$ cat config.mk
export PLATFORM = sky130hd
export DESIGN_NAME = wheel_speed_period_meter_unit_flat
export DESIGN_NICKNAME = d
export VERILOG_FILES = /design/src/design/wspm_pkg.sv /design/src/design/wspm_if.sv /design/src/design/wheel_speed_period_meter_unit.sv /design/src/flat_wrapper.sv
export SDC_FILE = /design/constraint.sdc
export NUM_CORES = 1
export LEC_CHECK = 0
export ABC_AREA = 1
export BUFFER_PORTS_ARGS = -buffer_cell sky130_fd_sc_hd__buf_4
export CELL_PAD_IN_SITES_DETAIL_PLACEMENT = 0
export CELL_PAD_IN_SITES_GLOBAL_PLACEMENT = 2
export CORE_ASPECT_RATIO = 2
export CORE_MARGIN = 5
export CORE_UTILIZATION = 40
export DETAILED_ROUTE_END_ITERATION = 16
export GPL_TIMING_DRIVEN = 0
export HOLD_SLACK_MARGIN = 0.12
export PLACE_DENSITY = 0.88
export SETUP_SLACK_MARGIN = 0.1
export SYNTH_ARGS = -nofsm -noshare
export SYNTH_HDL_FRONTEND = slang
export SYNTH_SLANG_ARGS = --single-unit
$ cat constraint.sdc
create_clock -name i_clk -period 12.3 [get_ports i_clk]
set_input_delay 0.615 -clock i_clk [delete_from_list [all_inputs] [get_ports i_clk]]
set_output_delay 0.615 -clock i_clk [all_outputs]
set_load 0.01 [all_outputs]
$ cat src/design/wspm_pkg.sv
// Shared widths, reset values and register indexes for the wheel speed period meter.
`default_nettype none

package wspm_pkg;

    localparam int unsigned TIME_W   = 32;
    localparam int unsigned STAMP_W  = 16;
    localparam int unsigned DEB_W    = 16;
    localparam int unsigned TMO_W    = 16;
    localparam int unsigned CONST_W  = 24;
    localparam int unsigned SPEED_W  = 16;
    localparam int unsigned CFG_IDX_W  = 2;
    localparam int unsigned CFG_DATA_W = 24;

    // One quotient bit per divider step
    localparam int unsigned DIV_STEPS = CONST_W;
    localparam int unsigned DIV_CNT_W = $clog2(DIV_STEPS);

    localparam logic [DEB_W-1:0]   DEB_RESET   = DEB_W'(50);
    localparam logic [TMO_W-1:0]   TMO_RESET   = TMO_W'(5000);
    localparam logic [CONST_W-1:0] CONST_RESET = CONST_W'(386089);

    typedef enum logic [CFG_IDX_W-1:0] {
        CFG_DEBOUNCE     = 2'd0,
        CFG_ZERO_TIMEOUT = 2'd1,
        CFG_SPEED_CONST  = 2'd2,
        CFG_UNUSED       = 2'd3
    } t_cfg_idx;

endpackage

`default_nettype wire

$ cat src/design/wspm_if.sv
// Request and result channel interfaces of the wheel speed period meter.
`default_nettype none

interface wspm_in_if import wspm_pkg::*; ();
    logic valid;
    logic ready;
    logic hall_edge;

    modport source (output valid, output hall_edge, input ready);
    modport sink   (input valid, input hall_edge, output ready);
endinterface

interface wspm_out_if import wspm_pkg::*; ();
    logic               valid;
    logic               ready;
    logic [SPEED_W-1:0] speed_q8;
    logic               speed_new;
    logic               moving;

    modport source (output valid, output speed_q8, output speed_new, output moving,
                    input ready);
    modport sink   (input valid, input speed_q8, input speed_new, input moving,
                    output ready);
endinterface

`default_nettype wire

$ cat src/design/wheel_speed_period_meter_unit.sv
// Wheel speed period meter: tick counter, debounce, period timing and shared divider.
// A tick without a new speed goes from S_IDLE to S_OUT; when a period is divided the request
// is taken in S_IDLE, S_DIV runs 24 restoring divider steps and S_OUT loads the result.
// A new request is taken only in S_IDLE, after the single shift-subtract divider and S_OUT;
// the result register lets the next request enter while the last result waits.
// Reset (i_rst_n low, synchronous): counters, timing state and speed clear, registers
// return to their defaults, the result register empties. No clearing pass is needed.
`default_nettype none

module wheel_speed_period_meter_unit import wspm_pkg::*; (
    input  wire logic                  i_clk,
    input  wire logic                  i_rst_n,
    input  wire logic                  i_cfg_we,
    input  wire logic [CFG_IDX_W-1:0]  i_cfg_idx,
    input  wire logic [CFG_DATA_W-1:0] i_cfg_data,
    wspm_in_if.sink                    i_req,
    wspm_out_if.source                 o_res
);

    typedef enum logic [1:0] {
        S_IDLE,
        S_DIV,
        S_OUT
    } t_state;

    t_state               r_state;

    // Configuration registers
    logic [DEB_W-1:0]     r_deb;
    logic [TMO_W-1:0]     r_tmo;
    logic [CONST_W-1:0]   r_const;

    // Timing state
    logic [TIME_W-1:0]    r_ms;
    logic [STAMP_W-1:0]   r_last;
    logic [TIME_W-1:0]    r_rev;
    logic                 r_phase;
    logic [SPEED_W-1:0]   r_speed;
    logic                 r_moving;

    // Pending work for the current request
    logic                 r_fresh;
    logic                 r_clr;

    // Divider
    logic [TIME_W-1:0]    r_div;
    logic [TIME_W-1:0]    r_rem;
    logic [CONST_W-1:0]   r_quo;
    logic [DIV_CNT_W-1:0] r_cnt;

    // Result register
    logic                 r_out_valid;
    logic [SPEED_W-1:0]   r_out_speed;
    logic                 r_out_new;
    logic                 r_out_moving;

    logic                 req_fire;
    logic [TIME_W-1:0]    t_now;
    logic [STAMP_W-1:0]   since;
    logic                 edge_ok;
    logic [TIME_W-1:0]    rev_after;
    logic                 timeout;
    logic [TIME_W:0]      trial;
    logic                 trial_ge;
    logic [SPEED_W-1:0]   quo_sat;
    logic [SPEED_W-1:0]   n_speed;
    logic                 out_free;

    assign i_req.ready      = (r_state == S_IDLE);
    assign req_fire         = i_req.valid && i_req.ready;

    assign o_res.valid      = r_out_valid;
    assign o_res.speed_q8   = r_out_speed;
    assign o_res.speed_new  = r_out_new;
    assign o_res.moving     = r_out_moving;
    assign out_free         = !r_out_valid || o_res.ready;

    // Edge qualification and timeout test at the new tick time
    always_comb begin
        t_now     = r_ms + TIME_W'(1);
        since     = t_now[STAMP_W-1:0] - r_last;
        edge_ok   = i_req.hall_edge && (since > r_deb);
        rev_after = edge_ok ? t_now : r_rev;
        timeout   = (t_now - rev_after) >= {{(TIME_W-TMO_W){1'b0}}, r_tmo};
    end

    // One restoring divider step; a zero period yields all ones, which saturates
    always_comb begin
        trial    = {r_rem, r_quo[CONST_W-1]};
        trial_ge = trial >= {1'b0, r_div};
    end

    // Saturate quotient and pick the speed for this tick
    always_comb begin
        quo_sat = (|r_quo[CONST_W-1:SPEED_W]) ? {SPEED_W{1'b1}} : r_quo[SPEED_W-1:0];
        if (r_clr) begin
            n_speed = '0;
        end else if (r_fresh) begin
            n_speed = quo_sat;
        end else begin
            n_speed = r_speed;
        end
    end

    always_ff @(posedge i_clk) begin
        if (!i_rst_n) begin
            r_state      <= S_IDLE;
            r_deb        <= DEB_RESET;
            r_tmo        <= TMO_RESET;
            r_const      <= CONST_RESET;
            r_ms         <= '0;
            r_last       <= '0;
            r_rev        <= '0;
            r_phase      <= 1'b0;
            r_speed      <= '0;
            r_moving     <= 1'b0;
            r_fresh      <= 1'b0;
            r_clr        <= 1'b0;
            r_cnt        <= '0;
            r_out_valid  <= 1'b0;
        end else begin
            // Register writes
            if (i_cfg_we) begin
                case (t_cfg_idx'(i_cfg_idx))
                    CFG_DEBOUNCE:     r_deb   <= i_cfg_data[DEB_W-1:0];
                    CFG_ZERO_TIMEOUT: r_tmo   <= i_cfg_data[TMO_W-1:0];
                    CFG_SPEED_CONST:  r_const <= i_cfg_data[CONST_W-1:0];
                    default: ;
                endcase
            end

            // Drop the result once taken
            if (r_out_valid && o_res.ready) begin
                r_out_valid <= 1'b0;
            end

            case (r_state)
                S_IDLE: begin
                    if (req_fire) begin
                        r_ms    <= t_now;
                        r_fresh <= edge_ok && r_phase;
                        r_clr   <= timeout;
                        if (i_req.hall_edge) begin
                            r_moving <= 1'b1;
                        end
                        if (edge_ok) begin
                            r_last  <= t_now[STAMP_W-1:0];
                            r_rev   <= t_now;
                            r_phase <= 1'b1;
                        end
                        if (timeout) begin
                            r_rev    <= '0;
                            r_phase  <= 1'b0;
                            r_moving <= 1'b0;
                        end
                        // Start the period division
                        r_div <= t_now - r_rev;
                        r_rem <= '0;
                        r_quo <= r_const;
                        r_cnt <= '0;
                        r_state <= (edge_ok && r_phase) ? S_DIV : S_OUT;
                    end
                end

                S_DIV: begin
                    // Advance one quotient bit
                    if (trial_ge) begin
                        r_rem <= trial[TIME_W-1:0] - r_div;
                    end else begin
                        r_rem <= trial[TIME_W-1:0];
                    end
                    r_quo <= {r_quo[CONST_W-2:0], trial_ge};
                    r_cnt <= r_cnt + DIV_CNT_W'(1);
                    if (r_cnt == DIV_CNT_W'(DIV_STEPS - 1)) begin
                        r_state <= S_OUT;
                    end
                end

                S_OUT: begin
                    // Hold until the result register is free
                    if (out_free) begin
                        r_speed      <= n_speed;
                        r_out_valid  <= 1'b1;
                        r_out_speed  <= n_speed;
                        r_out_new    <= r_fresh;
                        r_out_moving <= r_moving;
                        r_state      <= S_IDLE;
                    end
                end

                default: begin
                    r_state <= S_IDLE;
                end
            endcase
        end
    end

endmodule

`default_nettype wire

$ cat src/flat_wrapper.sv
// flat-port wrapper written by rule: the top's interface ports become plain ports
module wheel_speed_period_meter_unit_flat import wspm_pkg::*;
  (i_clk, i_rst_n, i_cfg_we, i_cfg_idx, i_cfg_data, i_req_valid, i_req_hall_edge, i_req_ready, o_res_valid, o_res_speed_q8, o_res_speed_new, o_res_moving, o_res_ready);
  wspm_in_if i_req_i ();
  wspm_out_if o_res_i ();
  input  wire logic i_clk;
  input  wire logic i_rst_n;
  input  wire logic i_cfg_we;
  input  wire logic [CFG_IDX_W-1:0] i_cfg_idx;
  input  wire logic [CFG_DATA_W-1:0] i_cfg_data;
  input wire logic [$bits(i_req_i.valid)-1:0] i_req_valid;
  input wire logic [$bits(i_req_i.hall_edge)-1:0] i_req_hall_edge;
  output wire logic [$bits(i_req_i.ready)-1:0] i_req_ready;
  output wire logic [$bits(o_res_i.valid)-1:0] o_res_valid;
  output wire logic [$bits(o_res_i.speed_q8)-1:0] o_res_speed_q8;
  output wire logic [$bits(o_res_i.speed_new)-1:0] o_res_speed_new;
  output wire logic [$bits(o_res_i.moving)-1:0] o_res_moving;
  input wire logic [$bits(o_res_i.ready)-1:0] o_res_ready;
  assign i_req_i.valid = i_req_valid;
  assign i_req_i.hall_edge = i_req_hall_edge;
  assign i_req_ready = i_req_i.ready;
  assign o_res_valid = o_res_i.valid;
  assign o_res_speed_q8 = o_res_i.speed_q8;
  assign o_res_speed_new = o_res_i.speed_new;
  assign o_res_moving = o_res_i.moving;
  assign o_res_i.ready = o_res_ready;
  wheel_speed_period_meter_unit u_core (.i_clk(i_clk), .i_rst_n(i_rst_n), .i_cfg_we(i_cfg_we), .i_cfg_idx(i_cfg_idx), .i_cfg_data(i_cfg_data), .i_req(i_req_i), .o_res(o_res_i));
endmodule
==> metrics, run 1 <==
via count of the routed design=~17000; category of the worst setup path launch point=register; ranking of synthesized cells by area=sky130_fd_sc_hd__dfxtp_1 18%, sky130_fd_sc_hd__edfxtp_1 17%, sky130_fd_sc_hd__nand2_1 12%, sky130_fd_sc_hd__ha_1 9.6%, sky130_fd_sc_hd__inv_1 9.1%; clock tree root buffer cell=sky130_fd_sc_hd__clkbuf_16; total clock sinks=270; Port-buffer cells=51; Worst Reg2Reg Path Length in Cells=44; detail-routed via count per cell=5.14; Reg2Reg Setup Slack=2280 ps; critical-path maximum fanout=10; area of the core=46000 um^2; r2r endpoint=u_core.r_rev[28]; share of synthesized area occupied by flip-flops and latches=34.8%; warning count from the yosys run=0; library cell with the largest summed area after synthesis=sky130_fd_sc_hd__dfxtp_1; Post-synth EDFFs=roughly 110; chip height=between 300 and 400 um; outcome=complete, no violations; startpoint of the worst register-to-register path=u_core.r_ms[0]; clock-pin slew on the worst setup and hold paths=~70 ps; Detailed Route Iter0 Violations=approximately 1000; Synth async-reset ratio=0%; summed instance area of the synthesized netlist=~19000 um^2; H-tree depth reported by CTS=1; Crit path buffers/inverters=5; Max rail drop VDD=about 0.11 mV; Gate Count Post-Synth=roughly 2600; share of cells above drive strength 1=6.00%; number of unique standard cell types used by synthesis=51; Final TNS setup=0 ps; setup fix buffers added after clock tree synthesis=0; vias in the first global route=around 17000; Total Die Area=51100 um^2; Primary FF master, synth=sky130_fd_sc_hd__dfxtp_1; remaining antenna violation count=0; most frequent cell on the critical path=sky130_fd_sc_hd__nand2_1; total power draw=3.28 mW; endpoint type of the worst setup path=register; width of the die=162 um; upper clock frequency limit=between 90 and 100 MHz; initial core utilization=between 40 and 50%; initial antenna violation count=0; TritonCTS clock tree=built; global-route wire length before repair=95000 um; Antenna Cells=0; GR Overflow Total=0; half-perimeter wire length after placement=around 53000 um; post-route fraction of the period consumed by the critical path=approximately four fifths; fin crit period=roughly 10000 ps; cts hold-fix bufs=0; Min-Delay Path Depth=3; final slew viol count=0; Cell Pwr Density=between 150 and 200 nW/um^2; global placement routability congestion=approximately 0.94; cell at the slowest stage of the critical path=sky130_fd_sc_hd__dfxtp_1; Post-Route Skew=between 10 and 15 ps; number of nets in the final layout=between 2000 and 3000; hold worst-path end=u_core.r_const[16]; cts repair resizes=0; register area=6470 um^2; clock insertion delay at the later pin of the skew report=~580 ps; nets in the synthesized netlist=2773; number of buffers added by the clock tree synthesis step=27; routed length per instance=~19 um; final count of hold timing violations=0; maximum capacitance violations=0; share of total power in sequential cells=between 30% and 40%; DRC violation count after routing=0; cell leakage power=roughly 9.5 nW; Setup Viol. Count Final=0; Fill cells=approximately 4800; post-layout util=45.0%; net switching power of the design=1.35 mW; aggregate global-route resource usage=between 20% and 30%; average size of a mapped cell=7.16 um^2; origin of the worst min-delay path=i_cfg_data[16]; proportion of total power due to net switching=between 40% and 50%; total area of multi-input combinational cells=between 10000 and 15000 um^2; data arrival at the endpoint of the critical path=10540 ps; internal power consumption=between 1.5 and 2 mW; number of top-level design ports=between 50 and 60; Synth top area share=17.7%; Clock Path Buffers=3; Worst Max-Slew Pin Slew=1010 ps; Top Family by Delay on Critical Path=simple AND/OR/NAND/NOR gates; combinational fraction of design power=about 44%; growth of design area from synthesis to finish=11.4%; part of the total power dissipated in the clock network=between 20% and 30%; pin count of the biggest net entering global routing=42; biggest cell delay along the critical path=roughly 750 ps; data required time at the worst endpoint=12820 ps; Synth Register Bits=270; headroom to the max-slew limit=31.9%; worst hold path class=in2reg; num rows=around 110; unrepaired setup endpoints after global routing=no; worst setup path class=reg2reg; drt first pass iters=6; Routed WL=between 60000 and 70000 um
-- tightest hold or removal path: cells and delay by family --
family	cells	cell delay [ps]
simple gates	2	100
buf+inv	1	80
-- state kept, by name, summed over array words and instances, names as in the netlist, 24 cells and up --
signal	flops
u_core.r_div	32
u_core.r_const	24
u_core.r_rem	32
u_core.r_ms	32
u_core.r_rev	32
u_core.r_quo	24
-- worst max path at each step --
stage	from	to	cells past startpoint
6_report	u_core.r_ms[0]	u_core.r_rev[28]	44
5_1_grt	u_core.r_ms[0]	u_core.r_rev[30]	44
4_1_cts	u_core.r_ms[0]	u_core.r_rev[28]	44
3_5_place_dp	u_core.r_ms[0]	u_core.r_rev[21]	44
3_3_place_gp	u_core.r_ms[0]	u_core.r_rev[28]	44
2_1_floorplan	u_core.r_ms[0]	u_core.r_rev[1]	45
-- layout make-up --
cell class | count | area share (%)
buffer | 61 | 1.24
clock buffer | 29 | 3.30
clock inverter | 21 | 0.890
inverter | 456 | 8.28
multi-input combinational | 1807 | 49.1
sequential | 270 | 31.3
tap | 621 | 3.76
timing repair buffer | 54 | 2.19
-- cells in the mapped netlist, types with 2 or more instances --
| library cell | n |
|---|---|
| sky130_fd_sc_hd__buf_6 | 3 |
| sky130_fd_sc_hd__and2_1 | 2 |
| sky130_fd_sc_hd__a221oi_1 | 8 |
| sky130_fd_sc_hd__dfxtp_1 | 164 |
| sky130_fd_sc_hd__o21bai_1 | 16 |
| sky130_fd_sc_hd__a211oi_1 | 6 |
| sky130_fd_sc_hd__o21ai_2 | 30 |
| sky130_fd_sc_hd__nor2_1 | 212 |
| sky130_fd_sc_hd__o211ai_1 | 11 |
| sky130_fd_sc_hd__a31oi_1 | 29 |
| sky130_fd_sc_hd__a21o_1 | 12 |
| sky130_fd_sc_hd__nand3b_1 | 5 |
| sky130_fd_sc_hd__nor2_4 | 3 |
| sky130_fd_sc_hd__o21a_1 | 5 |
| sky130_fd_sc_hd__nor3_1 | 30 |
| sky130_fd_sc_hd__nand4_1 | 24 |
| sky130_fd_sc_hd__nor3_2 | 2 |
| sky130_fd_sc_hd__a21oi_1 | 201 |
| sky130_fd_sc_hd__o31ai_1 | 4 |
| sky130_fd_sc_hd__o221ai_1 | 2 |
| sky130_fd_sc_hd__xnor2_1 | 32 |
| sky130_fd_sc_hd__edfxtp_1 | 106 |
| sky130_fd_sc_hd__fa_1 | 4 |
| sky130_fd_sc_hd__nor2_2 | 7 |
| sky130_fd_sc_hd__o21ai_0 | 231 |
| sky130_fd_sc_hd__nand2_1 | 573 |
| sky130_fd_sc_hd__clkinv_1 | 5 |
| sky130_fd_sc_hd__nand3_2 | 2 |
| sky130_fd_sc_hd__clkbuf_1 | 53 |
| sky130_fd_sc_hd__nor4_1 | 10 |
| sky130_fd_sc_hd__a21boi_0 | 4 |
| sky130_fd_sc_hd__ha_1 | 143 |
| sky130_fd_sc_hd__buf_2 | 4 |
| sky130_fd_sc_hd__o22ai_1 | 18 |
| sky130_fd_sc_hd__inv_1 | 450 |
| sky130_fd_sc_hd__xor2_1 | 77 |
| sky130_fd_sc_hd__nand3_1 | 86 |
| sky130_fd_sc_hd__nand2_2 | 7 |
-- through the flow --
step                instances  cell area, um^2  hold slack [ps]  worst slack [ps]
finish                   3319            20700              247              2280
global route             3319            20700              254              1530
global placement         3266            19700              441              2190
floorplan                2594            18600              408              5400
detailed placement       3269            19800              444              2210
CTS                      3319            20700              230              2160
-- power by group through the flow --
stage / logic [mW] / registers (mW) / clock network [mW]
after CTS: 1.45 / 1.02 / 0.848
after global routing: 1.63 / 1.02 / 0.882
after detailed placement: 1.44 / 1.04 / 0
final: 1.43 / 1.02 / 0.831
after global placement: 1.42 / 1.04 / 0
after floorplan: 1.04 / 1.03 / 0
-- logic make-up (layout without fill, tap and decap cells) --
logic type	Yosys count	after routing	share of synthesized area, %
AO/OA/AOI/OAI	583	583	17.8
XOR/XNOR	109	109	5.14
adder cells (fa/ha/maj)	147	147	10.1
buffers and inverters	517	621	10.6
flip-flops	270	270	34.8
AND/OR/NAND/NOR	968	968	21.6
-- metal layers --
metal / share of wire (%) / global-route usage (%)
met1: 34 / 23.0
met2: 57 / 49.3
met3: 2.6 / 1.79
met4: 6.2 / 12.7
met5: 0 / 0
-- layout by cell type (no fill, tap or decap), types with 8 or more instances in the layout --
cell type / instances
sky130_fd_sc_hd__dfxtp_1: 164
sky130_fd_sc_hd__clkinv_1: 10
sky130_fd_sc_hd__a21oi_1: 201
sky130_fd_sc_hd__inv_1: 450
sky130_fd_sc_hd__buf_4: 51
sky130_fd_sc_hd__nor4_1: 10
sky130_fd_sc_hd__o21ai_2: 30
sky130_fd_sc_hd__o211ai_1: 11
sky130_fd_sc_hd__nor3_1: 29
sky130_fd_sc_hd__a221oi_1: 8
sky130_fd_sc_hd__o21ai_0: 231
sky130_fd_sc_hd__ha_1: 143
sky130_fd_sc_hd__a31oi_1: 29
sky130_fd_sc_hd__nand4_1: 24
sky130_fd_sc_hd__xor2_1: 77
sky130_fd_sc_hd__nand2_1: 573
sky130_fd_sc_hd__clkbuf_16: 27
sky130_fd_sc_hd__o22ai_1: 18
sky130_fd_sc_hd__nor2_1: 211
sky130_fd_sc_hd__a21o_1: 12
sky130_fd_sc_hd__edfxtp_1: 106
sky130_fd_sc_hd__xnor2_1: 32
sky130_fd_sc_hd__clkbuf_1: 55
sky130_fd_sc_hd__o21bai_1: 16
sky130_fd_sc_hd__nand3_1: 86
(Power assumes the default switching activity.)
==> inputs of run 2 (changes only) <==
--- a/config.mk
+++ b/config.mk
@@ -11,11 +11,11 @@
 export CELL_PAD_IN_SITES_GLOBAL_PLACEMENT = 2
 export CORE_ASPECT_RATIO = 2
 export CORE_MARGIN = 5
-export CORE_UTILIZATION = 40
+export CORE_UTILIZATION = 37
 export DETAILED_ROUTE_END_ITERATION = 16
 export GPL_TIMING_DRIVEN = 0
 export HOLD_SLACK_MARGIN = 0.12
-export PLACE_DENSITY = 0.88
+export PLACE_DENSITY = 0.83
 export SETUP_SLACK_MARGIN = 0.1
 export SYNTH_ARGS = -nofsm -noshare
 export SYNTH_HDL_FRONTEND = slang
==> constraint.sdc (replaced) <==
create_clock -name i_clk -period 9.6 [get_ports i_clk]
set_input_delay 0.48 -clock i_clk [delete_from_list [all_inputs] [get_ports i_clk]]
set_output_delay 0.48 -clock i_clk [all_outputs]
set_load 0.01 [all_outputs]
==> run 2 against run 1 <==
Effect of this change:
- die area grew 7.7%
- maximum frequency grew 15%
- utilization shrank 3.0 points
- worst setup slack lost 1400 ps
- clock power grew 38%
- sequential share of layout area shrank 0.42 points
- design area grew 1.4%
- largest cell class unchanged
==> metrics, run 2 (synthesis results as in run 1) <==
Port-buffer cells=51; post-layout util=a little over two fifths; number of nets in the final layout=~2900; Max rail drop VDD=~0.14 mV; aggregate global-route resource usage=between 20% and 30%; proportion of total power due to net switching=between 40% and 50%; total power draw=roughly 4.3 mW; global-route wire length before repair=around 100000 um; fin crit period=8740 ps; routed length per instance=roughly 19 um; Non-Filler Instances=3367; unrepaired setup endpoints after global routing=no; via count of the routed design=between 15000 and 20000; area of the core=49900 um^2; Post-Route Skew=between 20 and 25 ps; placement-stage cell area=19800 um^2; upper clock frequency limit=~110 MHz; initial core utilization=between 30% and 40%; Setup Viol. Count Final=0; Cell Pwr Density=between 200 and 250 nW/um^2; critical-path maximum fanout=10; global placement routability congestion=0.921; data arrival at the endpoint of the critical path=between 9000 and 10000 ps; cell leakage power=approximately 9.6 nW; Worst Max-Slew Pin Slew=985 ps; endpoint type of the worst setup path=register; outcome=complete, no violations; cell count after placement=between 3000 and 4000; final slew viol count=0; net switching power of the design=roughly 1.8 mW; Clock Path Buffers=3; Routed WL=64600 um; clock-pin slew on the worst setup and hold paths=roughly 70 ps; Final TNS setup=0 ps; clock tree root buffer cell=sky130_fd_sc_hd__clkbuf_16; H-tree depth reported by CTS=1; drt first pass iters=5; num rows=roughly 120; total area of multi-input combinational cells=between 10000 and 15000 um^2; clock insertion delay at the later pin of the skew report=600 ps; register area=roughly 6500 um^2; half-perimeter wire length after placement=54000 um; cell at the slowest stage of the critical path=sky130_fd_sc_hd__xor2_1; width of the die=~170 um; total clock sinks=270; Fill cells=5327; most common cell after layout, fill and taps aside=sky130_fd_sc_hd__nand2_1; initial antenna violation count=0; share of total power in sequential cells=30.2%; number of buffers added by the clock tree synthesis step=28; pin count of the biggest net entering global routing=42; internal power consumption=2.55 mW; final instance area=21000 um^2; worst setup path class=reg2reg; headroom to the max-slew limit=33.8%; chip height=~330 um; category of the worst setup path launch point=register; combinational fraction of design power=between 40% and 50%; post-route fraction of the period consumed by the critical path=between 90% and 100%; GR Overflow Total=0; Detailed Route Iter0 Violations=a little under 1000; TritonCTS clock tree=built; growth of design area from synthesis to finish=12.9%; Total Die Area=55000 um^2; number of top-level design ports=52; maximum capacitance violations=0; biggest cell delay along the critical path=roughly 740 ps; final count of hold timing violations=0; data required time at the worst endpoint=between 10000 and 15000 ps; share of cells above drive strength 1=around 6.5%; part of the total power dissipated in the clock network=a little over a quarter; vias in the first global route=around 17000; most used cells in the layout excluding fill and tap cells=572 x sky130_fd_sc_hd__nand2_1, 450 x sky130_fd_sc_hd__inv_1, 226 x sky130_fd_sc_hd__o21ai_0, 210 x sky130_fd_sc_hd__nor2_1, 201 x sky130_fd_sc_hd__a21oi_1; DRC violation count after routing=0; Antenna Cells=0; detail-routed via count per cell=5.05; worst hold path class=in2reg; remaining antenna violation count=0
run 2: cell types whose count changed in the layout (fill, tap and decap cells not counted), sizes merged:
cell and change:
clkinvlp +2, inv -1, buf +5, dlygate4sd3 +13, clkinv -4, clkbuf +4
bufinv +1
run 2: what timing repair did:
item | CTS | global route
resized for setup | 7 | 10
hold endpoints to repair | 14 | 0
buffers inserted | 0 | 5
hold buffers | 13 | 0
pin swaps | 0 | 3
endpoints found under the setup margin | 35 | 35
run 2: layout make-up:
cell class,instances,area share (%)
inverter,456,8.16
clock buffer,33,3.48
clock inverter,19,0.973
buffer,61,1.25
sequential,270,30.9
tap,649,3.87
multi-input combinational,1807,48.5
timing repair buffer,72,2.94
run 2: power groups by stage:
stage	Sequential, mW	Combinational (mW)	Clock [mW]
after floorplan	1.32	1.33	0
after global placement	1.33	1.83	0
after detailed placement	1.33	1.86	0
after CTS	1.31	1.88	1.17
after global routing	1.31	2.14	1.21
final	1.31	1.87	1.15
run 2: metrics by stage:
| stage | setup slack [ps] | hold slack (ps) |
|---|---|---|
| after floorplan | 2700 | 408 |
| after global placement | -524 | 441 |
| after detailed placement | -518 | 443 |
| after CTS | 118 | 124 |
| after global routing | 97.3 | 153 |
| final | 856 | 141 |
run 2: path summary, 6_finish.rpt:
check | endpoint | depth (start not counted) | slack (ps) | start
max | u_core.r_rev[26] | 42 | 860 | u_core.r_ms[0]
min | u_core.r_const[22] | 3 | 140 | i_cfg_data[22]
max reg2reg | u_core.r_rev[26] | 42 | 860 | u_core.r_ms[0]
min reg2reg | u_core.r_rev[30] | 2 | 460 | u_core.r_rev[30]
run 2: critical path, delay by kind of cell (launching register included):
| family | cells | cell delay (ps) |
|---|---|---|
| AND/OR/NAND/NOR | 22 | 3170 |
| XOR/XNOR | 3 | 1110 |
| AO/OA/AOI/OAI | 6 | 1150 |
| buffers and inverters | 6 | 1040 |
| adder cells (fa/ha/maj) | 5 | 1670 |
| flip-flops | 1 | 480 |
run 2: layer usage:
layer  track usage, %  share of wire, %  routed length (um)
met1             21.2                34               21800
met2             47.5                57               36800
met3             1.70               2.4                1560
met4             13.4               6.9                4440
met5                0                 0                   0
